**src/hdl/tbte_pkg.sv**
```systemverilog
// Shared types, constants and coefficient tables for the type B thermocouple EMF block.
package tbte_pkg;

  localparam int IN_W     = 22;
  localparam int T_W      = 21;
  localparam int EMF_W    = 19;
  localparam int ACC_W    = 50;
  localparam int COEF_W   = 44;
  localparam int PROD_W   = 64;
  localparam int LO_W     = 25;
  localparam int HI_W     = ACC_W - LO_W;
  localparam int PP_W     = LO_W + T_W;
  localparam int E_W      = 3;
  localparam int REM_W    = 17;
  localparam int HALF_W   = 23;
  localparam int K_W      = 4;
  localparam int DIV_BITS = 8;
  localparam int DIV_CYCLES = PROD_W / DIV_BITS;
  localparam int CNT_W    = $clog2(DIV_CYCLES);

  localparam logic [T_W-1:0] T_MAX   = 21'd1820000;
  localparam logic [T_W-1:0] T_SPLIT = 21'd630615;
  localparam logic [K_W-1:0] DEG_LO  = 4'd6;
  localparam logic [K_W-1:0] DEG_HI  = 4'd8;
  localparam logic [E_W-1:0] FIN_EXP = 3'd7;

  localparam logic [PROD_W-1:0] EMF_NEG_LIM = 64'd100;
  localparam logic [PROD_W-1:0] EMF_POS_LIM = 64'd140000;
  localparam logic signed [EMF_W-1:0] EMF_MIN = -19'sd100;
  localparam logic signed [EMF_W-1:0] EMF_MAX = 19'sd140000;

  typedef enum logic [2:0] {
    SQ_IDLE,
    SQ_MSTART,
    SQ_MWAIT,
    SQ_DWAIT,
    SQ_FSTART,
    SQ_FWAIT,
    SQ_OUT
  } seq_state_t;

  typedef enum logic [1:0] {
    MP_IDLE,
    MP_LO,
    MP_HI,
    MP_SUM
  } mul_phase_t;

  typedef enum logic {
    DV_IDLE,
    DV_RUN
  } div_state_t;

  typedef struct packed {
    logic             start;
    logic [ACC_W-1:0] mag;
    logic [T_W-1:0]   t;
  } mul_req_t;

  typedef struct packed {
    logic              done;
    logic [PROD_W-1:0] prod;
  } mul_rsp_t;

  typedef struct packed {
    logic              start;
    logic [PROD_W-1:0] mag;
    logic [E_W-1:0]    e;
  } div_req_t;

  typedef struct packed {
    logic              done;
    logic [PROD_W-1:0] quo;
  } div_rsp_t;

  function automatic logic signed [COEF_W-1:0] coef_rom(input logic hi,
                                                        input logic [K_W-1:0] idx);
    logic signed [COEF_W-1:0] c;
    c = '0;
    if (hi) begin
      case (idx)
        4'd0:    c = -44'sd389381686210;
        4'd1:    c = 44'sd2857174747000;
        4'd2:    c = -44'sd848851047850;
        4'd3:    c = 44'sd1578528016400;
        4'd4:    c = -44'sd1683534486400;
        4'd5:    c = 44'sd1110979401300;
        4'd6:    c = -44'sd445154310330;
        4'd7:    c = 44'sd989756408210;
        4'd8:    c = -44'sd937913302890;
        default: c = '0;
      endcase
    end else begin
      case (idx)
        4'd1:    c = -44'sd246508183460;
        4'd2:    c = 44'sd590404211710;
        4'd3:    c = -44'sd1325793163600;
        4'd4:    c = 44'sd1566829190100;
        4'd5:    c = -44'sd1694452924000;
        4'd6:    c = 44'sd629903470940;
        default: c = '0;
      endcase
    end
    return c;
  endfunction

  function automatic logic [E_W-1:0] shift_rom(input logic hi, input logic [K_W-1:0] idx);
    logic [E_W-1:0] s;
    s = 3'd6;
    if (hi) begin
      case (idx)
        4'd0:    s = 3'd6;
        4'd1:    s = 3'd5;
        4'd6:    s = 3'd7;
        4'd7:    s = 3'd7;
        default: s = 3'd6;
      endcase
    end else begin
      case (idx)
        4'd0:    s = 3'd7;
        4'd1:    s = 3'd5;
        4'd2:    s = 3'd7;
        default: s = 3'd6;
      endcase
    end
    return s;
  endfunction

  function automatic logic [REM_W-1:0] pow5_rom(input logic [E_W-1:0] e);
    logic [REM_W-1:0] p;
    unique case (e)
      3'd0: p = 17'd1;
      3'd1: p = 17'd5;
      3'd2: p = 17'd25;
      3'd3: p = 17'd125;
      3'd4: p = 17'd625;
      3'd5: p = 17'd3125;
      3'd6: p = 17'd15625;
      3'd7: p = 17'd78125;
    endcase
    return p;
  endfunction

  function automatic logic [HALF_W-1:0] half_rom(input logic [E_W-1:0] e);
    logic [HALF_W-1:0] h;
    unique case (e)
      3'd0: h = 23'd0;
      3'd1: h = 23'd5;
      3'd2: h = 23'd50;
      3'd3: h = 23'd500;
      3'd4: h = 23'd5000;
      3'd5: h = 23'd50000;
      3'd6: h = 23'd500000;
      3'd7: h = 23'd5000000;
    endcase
    return h;
  endfunction

endpackage

```
**src/hdl/tbte_mul.sv**
```systemverilog
// Magnitude times temperature on one shared partial-product multiplier: low half, high half, sum.
module tbte_mul import tbte_pkg::*; (
  input  logic     clk,
  input  logic     rst,
  input  mul_req_t req,
  output mul_rsp_t rsp
);

  mul_phase_t phase, phase_next;

  logic [ACC_W-1:0]    a;
  logic [T_W-1:0]      t;
  logic [PP_W-1:0]     p_lo;
  logic [PP_W-1:0]     p_hi;
  logic [LO_W-1:0]     op;
  logic [PP_W-1:0]     mult;
  logic [HI_W+PP_W-1:0] sum;
  logic [PROD_W-1:0]   prod;
  logic                done;

  assign op   = (phase == MP_LO) ? a[LO_W-1:0] : LO_W'(a[ACC_W-1:LO_W]);
  assign mult = op * t;
  assign sum  = {p_hi, {LO_W{1'b0}}} + (HI_W+PP_W)'(p_lo);

  always_ff @(posedge clk) begin
    if (rst) begin
      phase <= MP_IDLE;
      done  <= 1'b0;
    end else begin
      phase <= phase_next;
      done  <= (phase == MP_SUM);
    end
  end

  always_comb begin
    phase_next = phase;
    unique case (phase)
      MP_IDLE: if (req.start) phase_next = MP_LO;
      MP_LO:   phase_next = MP_HI;
      MP_HI:   phase_next = MP_SUM;
      MP_SUM:  phase_next = MP_IDLE;
    endcase
  end

  always_ff @(posedge clk) begin
    if (phase == MP_IDLE && req.start) begin
      a <= req.mag;
      t <= req.t;
    end
    if (phase == MP_LO) p_lo <= mult;
    if (phase == MP_HI) p_hi <= mult;
    if (phase == MP_SUM) prod <= sum[PROD_W-1:0];
  end

  assign rsp.done = done;
  assign rsp.prod = prod;

endmodule

```
**src/hdl/tbte_div.sv**
```systemverilog
// Round-half-up division by a power of ten, eight quotient bits per cycle.
module tbte_div import tbte_pkg::*; (
  input  logic     clk,
  input  logic     rst,
  input  div_req_t req,
  output div_rsp_t rsp
);

  div_state_t state, state_next;

  logic [CNT_W-1:0]  cnt;
  logic [PROD_W-1:0] quo;
  logic [REM_W-1:0]  rem;
  logic [REM_W-1:0]  dvs;
  logic              done;
  logic [PROD_W:0]   biased;
  logic [PROD_W:0]   scaled;
  logic [PROD_W-1:0] quo_next;
  logic [REM_W-1:0]  rem_next;
  logic [PROD_W-1:0] y;
  logic [REM_W-1:0]  r;
  logic [REM_W:0]    trial;

  assign biased = {1'b0, req.mag} + (PROD_W+1)'(half_rom(req.e));
  assign scaled = biased >> req.e;

  always_comb begin
    r = rem;
    y = quo;
    trial = '0;
    for (int i = 0; i < DIV_BITS; i++) begin
      trial = {r, y[PROD_W-1]};
      y = {y[PROD_W-2:0], 1'b0};
      if (trial >= {1'b0, dvs}) begin
        r = REM_W'(trial - {1'b0, dvs});
        y[0] = 1'b1;
      end else begin
        r = trial[REM_W-1:0];
      end
    end
    quo_next = y;
    rem_next = r;
  end

  always_ff @(posedge clk) begin
    if (rst) begin
      state <= DV_IDLE;
      done  <= 1'b0;
    end else begin
      state <= state_next;
      done  <= (state == DV_RUN) && (cnt == CNT_W'(DIV_CYCLES - 1));
    end
  end

  always_comb begin
    state_next = state;
    unique case (state)
      DV_IDLE: if (req.start) state_next = DV_RUN;
      DV_RUN:  if (cnt == CNT_W'(DIV_CYCLES - 1)) state_next = DV_IDLE;
    endcase
  end

  always_ff @(posedge clk) begin
    if (state == DV_IDLE && req.start) begin
      quo <= scaled[PROD_W-1:0];
      rem <= '0;
      dvs <= pow5_rom(req.e);
      cnt <= '0;
    end else if (state == DV_RUN) begin
      quo <= quo_next;
      rem <= rem_next;
      cnt <= cnt + 1'b1;
    end
  end

  assign rsp.done = done;
  assign rsp.quo  = quo;

endmodule

```
**src/hdl/type_b_thermocouple_temp_to_emf_top.sv**
```systemverilog
// Type B thermocouple EMF from temperature: Horner sequencer around shared multiply and divide.
// Out of range skips the arithmetic; degree 6 below 630.615 degC, degree 8 at or above.
// Each Horner step runs the shared multiplier (low product, high product, sum), then the divider
// (a load, then passes of 8 quotient bits); final rounding is one more division.
// Throughput: one request at a time; a new one is taken once the result is in the output register.
// Reset: synchronous, active high; clears the sequencer and the output valid.
module type_b_thermocouple_temp_to_emf_top import tbte_pkg::*; (
  input  logic                    clk,
  input  logic                    rst,
  input  logic                    temp_valid,
  output logic                    temp_ready,
  input  logic signed [IN_W-1:0]  temp_milli_c,
  output logic                    emf_valid,
  input  logic                    emf_ready,
  output logic signed [EMF_W-1:0] emf_tenth_uv,
  output logic                    in_range
);

  seq_state_t state, state_next;

  mul_req_t mul_req;
  mul_rsp_t mul_rsp;
  div_req_t div_req;
  div_rsp_t div_rsp;

  logic signed [ACC_W-1:0] acc;
  logic [ACC_W-1:0]        acc_mag;
  logic [K_W-1:0]          k;
  logic [K_W-1:0]          km1;
  logic [T_W-1:0]          t_mag;
  logic                    hi;
  logic signed [EMF_W-1:0] res_emf;
  logic                    res_ok;

  logic                    t_ok;
  logic                    t_hi;
  logic [K_W-1:0]          deg;
  logic [PROD_W-1:0]       coef_ext;
  logic [PROD_W-1:0]       step_sum;
  logic signed [EMF_W-1:0] emf_clamp;
  logic                    out_load;

  assign t_ok = !temp_milli_c[IN_W-1] && (temp_milli_c[T_W-1:0] <= T_MAX);
  assign t_hi = temp_milli_c[T_W-1:0] >= T_SPLIT;
  assign deg  = t_hi ? DEG_HI : DEG_LO;

  assign acc_mag  = acc[ACC_W-1] ? (ACC_W'(0) - acc) : acc;
  assign km1      = k - 1'b1;
  assign coef_ext = PROD_W'(coef_rom(hi, km1));
  assign step_sum = acc[ACC_W-1] ? (coef_ext - div_rsp.quo) : (coef_ext + div_rsp.quo);
  assign out_load = (state == SQ_OUT) && (!emf_valid || emf_ready);

  always_comb begin
    if (acc[ACC_W-1]) begin
      if (div_rsp.quo > EMF_NEG_LIM) emf_clamp = EMF_MIN;
      else emf_clamp = EMF_W'(0) - div_rsp.quo[EMF_W-1:0];
    end else begin
      if (div_rsp.quo > EMF_POS_LIM) emf_clamp = EMF_MAX;
      else emf_clamp = div_rsp.quo[EMF_W-1:0];
    end
  end

  tbte_mul u_mul (
    .clk (clk),
    .rst (rst),
    .req (mul_req),
    .rsp (mul_rsp)
  );

  tbte_div u_div (
    .clk (clk),
    .rst (rst),
    .req (div_req),
    .rsp (div_rsp)
  );

  always_ff @(posedge clk) begin
    if (rst) begin
      state <= SQ_IDLE;
    end else begin
      state <= state_next;
    end
  end

  always_comb begin
    state_next = state;
    temp_ready = 1'b0;
    mul_req    = '0;
    div_req    = '0;
    unique case (state)
      SQ_IDLE: begin
        temp_ready = 1'b1;
        if (temp_valid) state_next = t_ok ? SQ_MSTART : SQ_OUT;
      end
      SQ_MSTART: begin
        mul_req.start = 1'b1;
        mul_req.mag   = acc_mag;
        mul_req.t     = t_mag;
        state_next    = SQ_MWAIT;
      end
      SQ_MWAIT: begin
        div_req.mag = mul_rsp.prod;
        div_req.e   = shift_rom(hi, km1);
        if (mul_rsp.done) begin
          div_req.start = 1'b1;
          state_next    = SQ_DWAIT;
        end
      end
      SQ_DWAIT: begin
        if (div_rsp.done) state_next = (k == K_W'(1)) ? SQ_FSTART : SQ_MSTART;
      end
      SQ_FSTART: begin
        div_req.start = 1'b1;
        div_req.mag   = PROD_W'(acc_mag);
        div_req.e     = FIN_EXP;
        state_next    = SQ_FWAIT;
      end
      SQ_FWAIT: begin
        if (div_rsp.done) state_next = SQ_OUT;
      end
      SQ_OUT: begin
        if (!emf_valid || emf_ready) state_next = SQ_IDLE;
      end
      default: state_next = SQ_IDLE;
    endcase
  end

  always_ff @(posedge clk) begin
    if (state == SQ_IDLE && temp_valid) begin
      t_mag   <= temp_milli_c[T_W-1:0];
      hi      <= t_hi;
      k       <= deg;
      acc     <= ACC_W'(coef_rom(t_hi, deg));
      res_emf <= '0;
      res_ok  <= t_ok;
    end
    if (state == SQ_DWAIT && div_rsp.done) begin
      acc <= step_sum[ACC_W-1:0];
      k   <= km1;
    end
    if (state == SQ_FWAIT && div_rsp.done) begin
      res_emf <= emf_clamp;
    end
    if (out_load) begin
      emf_tenth_uv <= res_emf;
      in_range     <= res_ok;
    end
  end

  always_ff @(posedge clk) begin
    if (rst) begin
      emf_valid <= 1'b0;
    end else if (out_load) begin
      emf_valid <= 1'b1;
    end else if (emf_ready) begin
      emf_valid <= 1'b0;
    end
  end

endmodule

```
**config.mk**
```make
export PLATFORM = sky130hd
export DESIGN_NAME = type_b_thermocouple_temp_to_emf_top
export DESIGN_NICKNAME = d
export VERILOG_FILES = /design/src/hdl/tbte_pkg.sv /design/src/hdl/tbte_mul.sv /design/src/hdl/tbte_div.sv /design/src/hdl/type_b_thermocouple_temp_to_emf_top.sv
export SDC_FILE = /design/constraint.sdc
export NUM_CORES = 2
export LEC_CHECK = 0
export ABC_AREA = 1
export BUFFER_PORTS_ARGS = -buffer_cell sky130_fd_sc_hd__buf_2
export CAP_MARGIN = 10
export CORE_MARGIN = 4
export CORE_UTILIZATION = 24
export DETAILED_ROUTE_END_ITERATION = 8
export PLACE_DENSITY_LB_ADDON = 0.25
export RECOVER_POWER = 25
export SLEW_MARGIN = 20
export SYNTH_ARGS = -nofsm -noshare
export SYNTH_HDL_FRONTEND = slang
export SYNTH_SLANG_ARGS = --single-unit
```
**constraint.sdc**
```tcl
create_clock -name clk -period 20.1 [get_ports clk]
set_clock_uncertainty 0.2 [all_clocks]
set_input_delay 1.005 -clock clk [delete_from_list [all_inputs] [get_ports clk]]
set_output_delay 1.005 -clock clk [all_outputs]
set_load 0.03 [all_outputs]
```
# Yosys cells after proc, flatten, opt, wreduce, memory -nomap -nowiden
# Memory sizes are Yosys's and may differ from the RTL's. A register that Yosys moved wholly into a read port is not among the register bits.
# Index checks and enable logic that the tools add are counted.
totals:
  input_bits: 26
  mem_bits_ro: 1600
  ff_bits: 446
  word_cells: 166
  output_inout_bits: 22
  memories: 4
memory_table:
  columns: ["memory", "words", "width", "rd", "rd_ports_with_merged_regs", "wr", "line", "text"]
  rows:
  - ["(no name shown)", 16, 42, 1, 0, 0, "tbte_pkg.sv:81", "case (idx)"]
  - ["(no name shown)", 16, 42, 1, 0, 0, "tbte_pkg.sv:81", null]
  - ["(no name shown)", 8, 20, 1, 0, 0, "tbte_pkg.sv:146", "unique case (e)"]
  - ["(no name shown)", 8, 12, 1, 1, 0, "tbte_pkg.sv:131", "unique case (e)"]
op_classes:
  mul: 1
  n_lt_le_gt_ge: 12
  muxes: 57
  reduce_logical: 21
  add_sub_neg: 16
  n_bitwise: 1
  n_eq_ne: 30
  shift: 1
ops:
  columns: ["operator", "n"]
  rows:
  - ["one-hot mux 44 bit (6 select lines)", 2]
  - ["two-way mux 50 bit", 4]
  - [">= comparator 18 x 17 -> 1 bit", 8]
  - ["two-way mux 17 bit", 8]
  - ["one-hot mux 68 bit (2 select lines)", 1]
  - ["subtractor 17 bit", 8]
  - ["two-way mux 64 bit", 2]
  - ["two-way mux 19 bit", 5]
  - ["two-way mux 44 bit", 2]
  - ["two-way mux 72 bit", 1]
  - ["adder 64 x 23 -> 65 bit", 1]
  - [">> shifter 65 x 3 -> 64 bit", 1]
  - ["adder 64 x 46 -> 64 bit", 1]
  - ["> comparator 64 x 18 -> 1 bit, second input constant", 1]
  - ["> comparator 64 x 7 -> 1 bit, second input constant", 1]
  - ["adder 50 bit", 1]
  - ["subtractor 1 x 50 -> 50 bit, first input constant", 1]
  - ["subtractor 50 bit", 1]
  - ["multiplier 25 x 21 -> 46 bit", 1]
  - ["equality test 4 x 3 -> 1 bit, second input constant", 7]
  - ["two-way mux 25 bit", 1]
  - ["two-way mux 3 bit", 8]
  - [">= comparator 21 x 20 -> 1 bit, second input constant", 1]
  - ["<= comparator 21 bit, second input constant", 1]
  - ["29 further kinds", 71]

# Longest topological paths before layout
depth:
  word_depth: 18
  depth_mapped: 131
  ltp_nobuf: 121

# Hierarchy
# A second synthesis with hierarchy kept.
unflattened:
  hier_cells: 7895
  hier_area_um2: 56327.8
modules_own_cells:
  columns: ["mod", "area_each_um2", "seq_area_each_um2", "cells_per_inst", "n_inst"]
  rows:
  - ["tbte_mul", 27096.0, 6666.4, 3118, 1]
  - ["tbte_div", 15273.4, 2632.5, 2461, 1]
  - ["type_b_thermocouple_temp_to_emf_top", 13958.4, 3563.4, 2316, 1]

# Worst setup path before layout
# No wires, ideal clock.
synth_path:
  path_type: "register to register"
  startpoint: "register u_div.dvs[12]"
  endpoint: "register u_div.rem[15]"
  t_required_ns: 19.787
  path_slack_ns: 4.026
  arrival_ns: 15.761
  synth_period_minus_slack_ns: 16.074
  stages_incl_launch_ff: 124
  path_buffers: 10
  setup_ns: 0.113
  path_cell_list: "edfxtp_1 > inv_1 > ha_1 > nand2_1 > inv_2 > nand2_2 > nor2_4 > a21oi_2 > nand2_1 > nor2_4 > clkbuf_1 > o21ai_0 > ha_1 > nand2_1 > o21ai_1 > nand2_1 > nand2_1 > nand2_1 > [88 not listed] > buf_4 > nand3_1 > o21ai_0 > ha_1 > nand2_1 > o21ai_0 > nand3_1 > nand2_1 > nand2_1 > nand4_2 > nand2_1 > nand2_1 > nand3_2 > nand2_4 > buf_8 > nand4_1 > nand3_1 > nand2_1"
synth_via:
  elab_chain_len: 16
  elab_cells_between_ends: 24
  classes_between: "add/sub (8); order compare (8); mux (8)"
synth_lines:
  columns: ["item", "line", "text"]
  rows:
  - ["start, declared", "tbte_div.sv:14", "logic [REM_W-1:0] dvs;"]
  - ["subtractor 17 bit or >= comparator 18 x 17 -> 1 bit (tied branches)", "tbte_div.sv:35, tbte_div.sv:34", null]
  - ["two-way mux 17 bit", "tbte_div.sv:34", "if (trial >= {1'b0, dvs}) begin"]
  - ["subtractor 17 bit or >= comparator 18 x 17 -> 1 bit (tied branches)", "tbte_div.sv:35, tbte_div.sv:34", null]
  - ["two-way mux 17 bit", "tbte_div.sv:34", null]
  - ["subtractor 17 bit or >= comparator 18 x 17 -> 1 bit (tied branches)", "tbte_div.sv:35, tbte_div.sv:34", null]
  - ["two-way mux 17 bit", "tbte_div.sv:34", null]
  - [">= comparator 18 x 17 -> 1 bit or subtractor 17 bit (tied branches)", "tbte_div.sv:34, tbte_div.sv:35", null]
  - ["two-way mux 17 bit", "tbte_div.sv:34", null]
  - ["subtractor 17 bit or >= comparator 18 x 17 -> 1 bit (tied branches)", "tbte_div.sv:35, tbte_div.sv:34", null]
  - ["two-way mux 17 bit", "tbte_div.sv:34", null]
  - ["subtractor 17 bit or >= comparator 18 x 17 -> 1 bit (tied branches)", "tbte_div.sv:35, tbte_div.sv:34", null]
  - ["two-way mux 17 bit", "tbte_div.sv:34", null]
  - ["subtractor 17 bit or >= comparator 18 x 17 -> 1 bit (tied branches)", "tbte_div.sv:35, tbte_div.sv:34", null]
  - ["two-way mux 17 bit", "tbte_div.sv:34", null]
  - ["subtractor 17 bit or >= comparator 18 x 17 -> 1 bit (tied branches)", "tbte_div.sv:35, tbte_div.sv:34", null]
  - ["two-way mux 17 bit (*)", "tbte_div.sv:34", null]
  - ["end signal, assigned", "tbte_div.sv:71", "rem <= rem_next;"]
  - ["end, declared", "tbte_div.sv:13", "logic [REM_W-1:0] rem;"]
# Every way passes the cells marked *; elsewhere a longest branch is shown, timed or not.
# A chain may end at the register's enable or synchronous reset.

# Final worst setup path
layout_path:
  startpoint: "register u_div.dvs[12]"
  endpoint: "register u_div.rem[6]"
# Same word-level chain as after synthesis.

==> metrics.log <==
INFO  metric stdcell_count = 9168
INFO  metric min_period_over_period = 89.18%
INFO  metric crit_path_frequent_cell = sky130_fd_sc_hd__nand2_1
INFO  metric synthXorXnorAreaFrac = 6.008%
INFO  metric failing_checks = capacitance limit, slew limit
INFO  metric critical_path_arrival = approximately 18 ns
INFO  metric root_buffer = sky130_fd_sc_hd__clkbuf_16
INFO  metric grt-ovfl-total = 0
INFO  metric timing_worst_slew_pin_value = 3.628 ns
INFO  metric max_cap_viol_count = 3
INFO  metric yosys.cell_types.count = 71
INFO  metric grt_first_pass_wirelength = 265000 um
INFO  metric regToRegSetupSlack = between 2 and 2.5 ns
INFO  metric tritoncts = yes
INFO  metric initial_core_util = 24.21%
INFO  metric finalCriticalPeriod = 17.93 ns
INFO  metric max_slew_margin = -141.8%
INFO  metric clk-insertion-delay-late = 0.66 ns
INFO  metric yosys_warnings = 0
INFO  metric synth-main-ff-cell = sky130_fd_sc_hd__edfxtp_1
INFO  metric synth-async-reset-ratio = 0%
INFO  metric rows = 167
INFO  metric area_grow_syn2layout = 10.81%
INFO  metric dp.final_hpwl = around 140000 um
INFO  metric synth.mux.area_fraction = 0.3185%
INFO  metric num-nets-final = 7179
INFO  metric synth_seq_area_share = around a quarter
INFO  metric setup_viol = 0
INFO  metric floorplan.die.height = 465.8 um
INFO  metric postSynthRegisterBits = 435
INFO  metric synthesis.nets = between 7000 and 8000
INFO  metric routabilityCongestion = between 0.9 and 1
INFO  metric initial_drt_markers = about 3200
INFO  metric syn-instance-count = ~6300
INFO  metric maxClockFrequency = 55.79 MHz
INFO  metric critPathSlowestCell = sky130_fd_sc_hd__ha_1
INFO  metric clock_sink_count = 435
INFO  metric final_cell_mix = 1292 x sky130_fd_sc_hd__nand2_1, 1046 x sky130_fd_sc_hd__inv_1, 707 x sky130_fd_sc_hd__nor2_1, 437 x sky130_fd_sc_hd__fa_1, 406 x sky130_fd_sc_hd__edfxtp_1
INFO  metric fin_util = 26.83%
INFO  metric number_of_buffers_inserted_during_clock_tree_synthesis = 50
INFO  metric mostFrequentLayoutCell = sky130_fd_sc_hd__nand2_1
INFO  metric synth_area = 0.05029 sq mm
INFO  metric dr.pass1.iters = 6
INFO  metric synth_top_family_by_area = adder cells
INFO  metric wl_per_cell = 19.03 um
INFO  metric worst_ep_required_time = between 20 and 25 ns
INFO  metric area_share_of_fa_ha_maj_cells_after_synthesis = 26.85%
INFO  metric first_global_vias = 42570
INFO  metric dr_total_vias = 42200
INFO  metric final-max-slew-violation-count = 133
INFO  metric pin_count = 48
INFO  metric groute.usage.overall = 15.78%
INFO  metric htree_num_levels = 2
INFO  metric port-buffer-count = 47
INFO  metric synth-compound-area-share = about a tenth
INFO  metric sort_of_element_at_the_start_of_the_critical_path = flip-flop
INFO  metric regArea = 0.01277 sq mm
INFO  metric die_w = 465.8 um
INFO  metric grt_antenna_before_repair = 5
INFO  metric end_kind = flip-flop
INFO  metric detail_route.drc_violations = 0
INFO  metric grt_start_max_net_pins = 83
INFO  metric worst-path-max-fanout = 32
INFO  metric worstSetupPathType = reg -> reg
INFO  metric avgSynthCellArea = 7.940 sq um
INFO  metric post_synth_and_or_nand_nor_area_fraction = roughly 22%
INFO  metric vias_per_cell = 4.603
INFO  metric report.final.hold_viol_count = 0
INFO  metric fillers = between 20000 and 25000
INFO  metric cts_hold_repair.buffers = 0
INFO  metric status = finished, violations left
INFO  metric drive_gt1_share = 6.163%
INFO  metric design.die.area = around 0.22 sq mm
INFO  metric number_of_synthesized_flops_with_an_enable_pin = 406
INFO  metric grt_setup_unrepaired = no
INFO  metric totalNegativeSetupSlack = 0 ns
INFO  metric wl = 174500 um
INFO  metric crit_path_max_incr_delay = 0.43 ns
INFO  metric hold_path_class = reg -> reg
INFO  metric cts_buffer_depth = 3
INFO  metric detail-route-antenna-nets = 0
INFO  metric floorplan.core_area = a little over 0.2 sq mm
INFO  metric multi_input_comb_area = 0.03271 sq mm
INFO  metric clock_input_transition_at_the_sequential_cells_of_the_worst_setup_and_hold_paths = 0.06 ns
INFO  metric cell_total_after_placement = 9068
Yosys cell counts (13+ instances only):
library cell / n / area (sq um)
sky130_fd_sc_hd__nand2_1: 1295 / 4861
sky130_fd_sc_hd__inv_1: 1053 / 3953
sky130_fd_sc_hd__nor2_1: 712 / 2673
sky130_fd_sc_hd__fa_1: 437 / 8748
sky130_fd_sc_hd__edfxtp_1: 406 / 12190
sky130_fd_sc_hd__ha_1: 380 / 4755
sky130_fd_sc_hd__o21ai_0: 321 / 1607
sky130_fd_sc_hd__a21oi_1: 308 / 1541
sky130_fd_sc_hd__nand3_1: 250 / 1251
sky130_fd_sc_hd__xor2_1: 230 / 2014
sky130_fd_sc_hd__clkbuf_1: 150 / 563.0
sky130_fd_sc_hd__xnor2_1: 115 / 1007
sky130_fd_sc_hd__nand4_1: 77 / 481.7
sky130_fd_sc_hd__nor3_1: 57 / 285.3
sky130_fd_sc_hd__nand2_2: 49 / 306.5
sky130_fd_sc_hd__or2_2: 42 / 262.8
sky130_fd_sc_hd__a31oi_1: 37 / 231.5
sky130_fd_sc_hd__dfxtp_1: 29 / 580.6
sky130_fd_sc_hd__o21ai_1: 29 / 145.1
sky130_fd_sc_hd__o21bai_1: 29 / 217.7
sky130_fd_sc_hd__nor4_1: 26 / 162.7
sky130_fd_sc_hd__nand3_2: 22 / 220.2
sky130_fd_sc_hd__inv_2: 17 / 63.81
sky130_fd_sc_hd__buf_1: 16 / 60.06
sky130_fd_sc_hd__mux2i_1: 16 / 160.2
sky130_fd_sc_hd__clkinv_1: 13 / 48.80
sequential cells by signal (all words and copies together), names as in the netlist, 19 cells and up:
register and count:
u_div.quo 64, u_mul.prod 63, acc 50, u_mul.a 50, u_mul.p_lo 45, u_mul.p_hi 39
t_mag 21, u_mul.t 21, emf_tenth_uv 19, res_emf 19
logic make-up (layout without fill, tap and decap cells):
| logic type | count (synthesis) | in the layout |
|---|---|---|
| buf+inv | 1268 | 1311 |
| xor+xnor | 345 | 345 |
| compound gates | 860 | 860 |
| flops | 435 | 435 |
| fa+ha+maj | 817 | 817 |
| mux | 16 | 16 |
| other cells | 2 | 5 |
| simple gates | 2591 | 2591 |
repair_timing:
action / in CTS / in global routing
setup endpoints to repair: 0 / 18
setup buffers: 0 / 4
gates resized for setup: 0 / 16
path summary, 6_finish.rpt:
kind / depth (start not counted) / endpoint / startpoint
max: 112 / u_div.rem[6]$_SDFFE_PP0P_ / u_div.dvs[12]$_DFFE_PP_
min: 0 / u_mul.prod[22]$_DFFE_PP_ / u_mul.p_lo[22]$_DFFE_PP_
min reg2reg: 0 / u_mul.prod[22]$_DFFE_PP_ / u_mul.p_lo[22]$_DFFE_PP_
max reg2reg: 112 / u_div.rem[6]$_SDFFE_PP0P_ / u_div.dvs[12]$_DFFE_PP_
layer usage:
layer / part of all wire [%] / wire [um] / track usage [%] / up-vias
li1: - / - / - / 20300
met1: 47 / 81170 / 22.06 / 20640
met2: 47 / 81260 / 26.42 / 1086
met3: 4.7 / 8239 / 1.448 / 176
met4: 2.2 / 3816 / 3.419 / 0
met5: 0 / 0 / 0 / -
metrics by stage:
step	worst slack, ns	hold WS (ns)	area [sq um]
floorplan	4.026	0.2003	50290
global placement	1.622	0.2032	53900
detailed placement	1.350	0.2045	53900
CTS	1.293	0.2186	55710
global route	0.1173	0.2232	55720
finish	2.174	0.2157	55720
critical path: cells and delay by family (launching register included):
kind	cells	cell delay, ns
fa+ha+maj	8	3.16
compound gates	17	3.41
flops	1	0.35
simple gates	70	8.54
buf+inv	17	2.02
cell type report:
| type | instances | share of cell area (%) |
|---|---|---|
| Sequential cell | 435 | 22.92 |
| Inverter | 1084 | 7.338 |
| Antenna cell | 3 | 0.01347 |
| Clock buffer | 61 | 2.358 |
| Multi-Input combinational cell | 4631 | 58.70 |
| Timing Repair Buffer | 134 | 1.534 |
| Tap cell | 2788 | 6.260 |
| Clock inverter | 32 | 0.8757 |
Power is not shown: default switching activity piles up to over one toggle a cycle in this logic, so the estimate is an artifact.
